$ cat src/hw/rtl/lpat_pkg.sv
`timescale 1ns / 1ps
`default_nettype none
// ----------------------------------------------------------------------------
// lpat_pkg
// Shared constants, codes and control types of the linear probe address table.
// ----------------------------------------------------------------------------
package lpat_pkg;

   localparam int TABLE_DEPTH = 1024;
   localparam int SLOT_W      = $clog2(TABLE_DEPTH);
   localparam int OCC_W       = SLOT_W + 1;
   localparam int KEY_W       = 48;
   localparam int SIZE_W      = 48;
   localparam int HOME_SHIFT  = 12;
   localparam int REQ_W       = 2;
   localparam int STATUS_W    = 3;
   localparam int MARK_W      = 2;

   localparam logic [OCC_W-1:0] HALF_DEPTH = OCC_W'(TABLE_DEPTH / 2);

   localparam logic [REQ_W-1:0] REQ_INSERT = 2'd0;
   localparam logic [REQ_W-1:0] REQ_REMOVE = 2'd1;
   localparam logic [REQ_W-1:0] REQ_LOOKUP = 2'd2;

   localparam logic [STATUS_W-1:0] ST_INSERTED = 3'd0;
   localparam logic [STATUS_W-1:0] ST_UPDATED  = 3'd1;
   localparam logic [STATUS_W-1:0] ST_REMOVED  = 3'd2;
   localparam logic [STATUS_W-1:0] ST_FOUND    = 3'd3;
   localparam logic [STATUS_W-1:0] ST_NOTFOUND = 3'd4;
   localparam logic [STATUS_W-1:0] ST_FULL     = 3'd5;

   localparam logic [MARK_W-1:0] MARK_EMPTY = 2'd0;
   localparam logic [MARK_W-1:0] MARK_LIVE  = 2'd1;
   localparam logic [MARK_W-1:0] MARK_TOMB  = 2'd2;

   typedef struct packed {
      logic start;
      logic read;
      logic check;
      logic finish;
      logic clear;
   } cmd_type;

   typedef struct packed {
      logic probe_done;
      logic clear_last;
      logic out_free;
   } stat_type;

endpackage
`default_nettype wire

$ cat src/hw/rtl/lpat_ctrl.sv
`timescale 1ns / 1ps
`default_nettype none
// ----------------------------------------------------------------------------
// lpat_ctrl
// Sequencer for the clearing pass, the probe walk and the result write.
// ----------------------------------------------------------------------------
module lpat_ctrl (
   input  logic               clock,
   input  logic               reset,
   input  logic               req_valid,
   output logic               req_ready,
   input  lpat_pkg::stat_type stat,
   output lpat_pkg::cmd_type  cmd
);
   import lpat_pkg::*;

   localparam logic [2:0] S_CLEAR  = 3'd0;
   localparam logic [2:0] S_IDLE   = 3'd1;
   localparam logic [2:0] S_READ   = 3'd2;
   localparam logic [2:0] S_CHECK  = 3'd3;
   localparam logic [2:0] S_FINISH = 3'd4;

   logic [2:0] state_ff;
   logic [2:0] state_in;

   always_comb begin
      state_in  = state_ff;
      cmd       = '0;
      req_ready = 1'b0;
      case (state_ff)
         S_CLEAR: begin
            cmd.clear = 1'b1;
            if (stat.clear_last) begin
               state_in = S_IDLE;
            end
         end
         S_IDLE: begin
            req_ready = 1'b1;
            if (req_valid) begin
               cmd.start = 1'b1;
               state_in  = S_READ;
            end
         end
         S_READ: begin
            cmd.read = 1'b1;
            state_in = S_CHECK;
         end
         S_CHECK: begin
            cmd.check = 1'b1;
            state_in  = stat.probe_done ? S_FINISH : S_READ;
         end
         S_FINISH: begin
            if (stat.out_free) begin
               cmd.finish = 1'b1;
               state_in   = S_IDLE;
            end
         end
         default: begin
            state_in = S_IDLE;
         end
      endcase
   end

   always_ff @(posedge clock) begin
      if (reset) begin
         state_ff <= S_CLEAR;
      end else begin
         state_ff <= state_in;
      end
   end

endmodule
`default_nettype wire

$ cat config.mk
export PLATFORM = sky130hd
export DESIGN_NAME = lpat_ctrl
export DESIGN_NICKNAME = d
export VERILOG_FILES = /design/src/hw/rtl/lpat_pkg.sv /design/src/hw/rtl/lpat_ctrl.sv
export SDC_FILE = /design/constraint.sdc
export NUM_CORES = 1
export LEC_CHECK = 0
export BUFFER_PORTS_ARGS = -buffer_cell sky130_fd_sc_hd__buf_2
export CAP_MARGIN = 20
export CORE_AREA = 5 5 42 44
export CTS_CLUSTER_SIZE = 12
export DETAILED_ROUTE_END_ITERATION = 7
export DIE_AREA = 0 0 47 49
export MAX_ROUTING_LAYER = met4
export PLACE_DENSITY = 0.47
export SLEW_MARGIN = 25
export SYNTH_ARGS = -nofsm -noshare
export SYNTH_HDL_FRONTEND = slang
export SYNTH_SLANG_ARGS = --single-unit
$ cat constraint.sdc
create_clock -name clock -period 3.05 [get_ports clock]
set_clock_uncertainty 0.05 [all_clocks]
set_input_delay 0.61 -clock clock [delete_from_list [all_inputs] [get_ports clock]]
set_output_delay 0.61 -clock clock [all_outputs]
set_load 0.005 [all_outputs]
==> summary.md, run 1 <==
| Metric | Value |
|---|---|
| Syn nets | 29 |
| CP Class | flop to output port |
| Hold path start | reset |
| RePlAce Congestion | 0.639 |
| Syn_area_per_cell | 9.08 um2 |
| Netlist cell types | 20 |
| Leak | 0.130 nW |
| Clk root buf | clkbuf_4 |
| Nets@finish | 42 |
| Main area contributors after synthesis | dfxtp_1 29%, nor3b_1 7.2%, buf_6 5.4%, a21bo_2 4.8%, mux2i_1 4.8% |
| Biggest regs | state_ff: 3 flops |
| Die area | 2300 um2 |
| Period Utilization, post-route | 0.614 |
| Worst IR Drop VDD | 0.0937 mV |
| Mapped Area | 209 um2 |
| Finished Layout Cells | 51 |
| DR iter-0 viols | 2 |
| Worst Hold End | state_ff[1] |
| Flop-to-flop setup slack | 1850 ps |
| Share of layout cells above drive strength 1 | 0.429 |
| CTS tree | built |
| Crit end category | output port |
| Setup TNS Final | 0 ps |
| Most frequent cells in the layout | 11 x buf_2, 3 x clkbuf_4, 3 x dfxtp_1 |
| Pin count of the biggest net entering global routing | 11 |
| Synth Register Bits | 3 |
| Slew @ Worst Pin | 298 ps |
| I/O Pins | 12 |
| Port Buffers | 11 |
| Global-route wire length before repair | 786 um |
| Die Y | 49 um |
| Critical Path Source Type | flop |
| CTS Buf Count | 3 |
| Req. time, crit path | 2390 ps |
| Row Count | 14 |
| Most common cell after layout, fill and taps aside | buf_2 |
| DRC Markers | 0 |
| Worst EP arrival | 1210 ps |
| Worst hold path type | input pin to flop |
| Clock Latency Late Sink | 230 ps |
| Congestion Overflow GR | 0 |
| Initial antenna violation count | 0 |
| Area share of the largest cell type after synthesis | 0.287 |
| Status | finished clean |
| Vias after detailed routing | 210 |
| DP Wirelength | 378 um |
| Ys Warns | 0 |
| Worst-path clk slew | 40 ps |
| Clk buf depth | 2 |
| DP Worst Slack | 1400 ps |
| Number of antenna diodes | 0 |
| Routed WL per cell | 9.92 um |
| CTS H-tree lvls | 1 |
| Die Width | 47 um |
| Initial DRT Pass Iterations | 2 |
| Hold violation count in the final report | 0 |
| Hold-fix buffers at CTS | 0 |
| Reg2reg end | state_ff[2] |
| Area Growth Syn to Fin | 37.1% |
| Max Fclk | 534 MHz |
| R2R Path Start | state_ff[2] |
| Area leader, netlist | dfxtp_1 |
| Number of flip-flops in the largest register | 3 |
| Slew headroom | 0.801 |
| Fill count | 173 |
| Aggregate global-route resource usage | 0.0548 |
| Register area share after synthesis | 0.287 |
| Post-CTS setup buffers | 0 |
| DRT Wirelength | 506 um |
| Synthesized instance count | 23 |
| Max Cap Viol | 0 |
| CTS resizes | 0 |
| Max-slew violations | 0 |
| Setup-failing EPs final | 0 |
| Crit Path Max Fanout | 10 |
| Clock net sink count | 3 |
| Vias/cell | 4.12 |
| Largest reg by FF count | state_ff |
| Reg2reg path depth | 2 |
| Pwr/cell area | 484 nW/um2 |
| RSZ-0062 raised after global routing | false |
| Final setup margin | 1180 ps |
| Number of global-route vias before repair | 186 |
| Antenna Violating Nets Remaining | 0 |
| Placed cells | 47 |
| Initial core utilization | 0.149 |
| Core area | 1400 um2 |
| Hold path depth | 2 |
| Final min period | 1870 ps |
-- area by class of cell --
type / instances / area [um2] / share of cell area
Clock buffer: 4 / 26.3 / 0.0917
Multi-Input combinational cell: 17 / 125 / 0.437
Sequential cell: 3 / 60.1 / 0.210
Tap cell: 16 / 20.0 / 0.0699
Timing Repair Buffer: 11 / 55.1 / 0.192
-- how the worst max path moves through the flow --
stage	startpoint	to	slack [ps]	depth (start not counted)
after floorplan	state_ff[2]	cmd[4]	1530	3
after global placement	stat[0]	cmd[1]	1400	3
after detailed placement	stat[0]	cmd[1]	1400	3
after CTS	state_ff[0]	cmd[4]	1160	3
after global routing	state_ff[0]	cmd[4]	1060	3
final	state_ff[0]	cmd[4]	1180	3
-- cell usage after synthesis (all sizes together) --
library cell	instances
a211oi	1
nor2	1
nor3	1
a221oi	1
nand3b	1
buf	3
nor2b	1
and2	1
and3	1
or4b	1
dfxtp	3
nand4b	1
or2	1
nor3b	2
a21bo	1
a21oi	1
mux2i	1
and3b	1
-- routing by layer --
| metal | track usage | up-vias | share of wire |
|---|---|---|---|
| li1 | - | 107 | - |
| met1 | 0.0678 | 85 | 0.49 |
| met2 | 0.0430 | 14 | 0.31 |
| met3 | 0.0295 | 4 | 0.15 |
| met4 | 0.0829 | 0 | 0.049 |
| met5 | - | - | 0 |
-- power breakdown --
group / total (W) / switching (W) / internal [W] / leakage, nW
clock network: 0.0000698 / 0.0000207 / 0.0000490 / 0.0150
logic: 0.0000214 / 0.00000850 / 0.0000129 / 0.0900
registers: 0.0000475 / 0.00000542 / 0.0000420 / 0.0246
-- logic make-up after synthesis --
group / after synthesis / synth area share
AO/OA/AOI/OAI: 4 / 0.150
buffers and inverters: 3 / 0.114
flip-flops: 3 / 0.287
multiplexers: 1 / 0.0479
AND/OR/NAND/NOR: 12 / 0.401
-- through the flow --
step                utilization  power (W)  instance area, um2  hold slack [ps]
finish                    0.204   0.000139                 287              524
floorplan                     -  0.0000622                 209              497
CTS                       0.204   0.000144                 287              515
global placement          0.186  0.0000699                 260              542
detailed placement        0.186  0.0000699                 260              551
global route              0.204   0.000149                 287              524
-- critical path: stages (launching register included) --
cell,delay [ps]
dfxtp_1,470
nor3b_1,250
and2_1,150
buf_2,110
Power figures use the tool's default switching activity.
==> inputs of run 2 (changes only) <==
clock period = 1.8 ns   (was 3.05 ns; I/O delays follow)
==> run 2 against run 1 <==
Non-clock buffer count unchanged. Critical endpoint unchanged. Global-route usage increased by 0.14 points. Sequential cell count is the same. Cell area unchanged. First-iteration DRC count unchanged. Register-to-register slack got worse by 1300 ps. Worst hold slack lost 240 ps. Die area stayed put. Total power rose by 70%. Sequential power increased by 69%. Cell count unchanged. Critical path depth is the same.
==> summary.md, run 2 (synthesis gave the netlist of run 1 again) <==
| Metric | Value |
|---|---|
| Power Total | 0.000236 W |
| Worst IR Drop VDD | 0.152 mV |
| DP Wirelength | 394 um |
| Status | finished clean |
| Vias/cell | 4.04 |
| Largest reg by FF count | state_ff |
| Hold-fix buffers at CTS | 0 |
| Most common cell after layout, fill and taps aside | buf_2 |
| Initial antenna violation count | 0 |
| RSZ-0062 raised after global routing | false |
| CTS Buf Count | 3 |
| Area Growth Syn to Fin | 37.1% |
| Slew @ Worst Pin | 298 ps |
| Biggest regs | state_ff: 3 flops |
| DRT Wirelength | 534 um |
| Row Count | 14 |
| Port Buffers | 11 |
| Hold violation count in the final report | 0 |
| DP Worst Slack | 431 ps |
| Worst hold path type | input pin to flop |
| CP Class | flop to output port |
| Setup TNS Final | 0 ps |
| Clock net sink count | 3 |
| Max Cap Viol | 0 |
| DR iter-0 viols | 2 |
| DRC Markers | 0 |
| Clk buf depth | 2 |
| Worst-path clk slew | 40 ps |
| Pwr/cell area | 823 nW/um2 |
| I/O Pins | 12 |
| Setup-failing EPs final | 0 |
| Clock Latency Late Sink | 230 ps |
| Worst EP arrival | 1220 ps |
| Most frequent cells in the layout | 11 x buf_2, 3 x clkbuf_4, 3 x dfxtp_1 |
| CTS H-tree lvls | 1 |
| Slew headroom | 0.801 |
| Core Util, Final | 0.204 |
| CTS resizes | 0 |
| Max-slew violations | 0 |
| Crit Path Max Fanout | 10 |
| RePlAce Congestion | 0.608 |
| Initial core utilization | 0.149 |
| Vias after detailed routing | 206 |
| Pin count of the biggest net entering global routing | 11 |
| CTS tree | built |
| Number of global-route vias before repair | 196 |
| Global-route wire length before repair | 862 um |
| Post-CTS setup buffers | 0 |
| Die Width | 47 um |
| Critical Path Source Type | flop |
| Number of flip-flops in the largest register | 3 |
| Nets@finish | 42 |
| Worst-path cell chain | nor3b_1 -> and2_1 -> buf_2 |
| Aggregate global-route resource usage | 0.0562 |
| Number of antenna diodes | 0 |
| Antenna Violating Nets Remaining | 0 |
| Leak | 0.130 nW |
| Period Utilization, post-route | 0.904 |
| Core area | 1400 um2 |
| Clk root buf | clkbuf_4 |
| Routed WL per cell | 10.5 um |
| Req. time, crit path | 1390 ps |
| Initial DRT Pass Iterations | 2 |
| Crit-path max cell delay | 470 ps |
| Share of layout cells above drive strength 1 | 0.429 |
| Final setup margin | 173 ps |
| Final min period | 1630 ps |
| Congestion Overflow GR | 0 |
| Die area | 2300 um2 |
| CP max stage cell | dfxtp_1 |
| Die Y | 49 um |
| Max Fclk | 615 MHz |
| Crit end category | output port |
run 2: cell counts in the layout (fill, tap and decap cells not counted):
Identical to the previous run, type by type.
run 2: area by class of cell:
class	count	area, um2
Clock buffer	4	26.3
Tap cell	16	20.0
Multi-Input combinational cell	17	125
Timing Repair Buffer	11	55.1
Sequential cell	3	60.1
Fill cell	165	1110
run 2: final timing paths:
| check | start | endpoint | slack (ps) | cells past startpoint |
|---|---|---|---|---|
| setup reg to reg | state_ff[2] | state_ff[2] | 590 | 2 |
| hold / removal | reset | state_ff[1] | 280 | 2 |
| hold reg to reg | state_ff[0] | state_ff[1] | 550 | 2 |
| setup / recovery | state_ff[0] | cmd[4] | 170 | 3 |
run 2: routing by layer:
layer | global-route usage | share of wire
met5 | - | 0
met1 | 0.0788 | 0.52
met4 | 0.0553 | 0.030
met3 | 0.0258 | 0.13
met2 | 0.0520 | 0.32
run 2: worst max-delay path, delay by kind of cell, from the launching register on:
family                 cells  cell delay, ps
and+or+nand+nor            2             400
buffers and inverters      1             110
DFF                        1             470
run 2: where the power goes:
group	switching [W]	internal [W]	leakage (nW)
Clock	0.0000352	0.0000831	0.0150
Sequential	0.00000931	0.0000712	0.0246
Combinational	0.0000152	0.0000219	0.0900
Total	0.0000597	0.000176	0.130
run 2: per-stage QoR:
stage / instance area (um2) / std cells / hold slack (ps)
global route: 287 / 51 / 269
floorplan: 209 / 23 / 379
detailed placement: 260 / 47 / 514
CTS: 287 / 51 / 262
finish: 287 / 51 / 281
global placement: 260 / 47 / 517
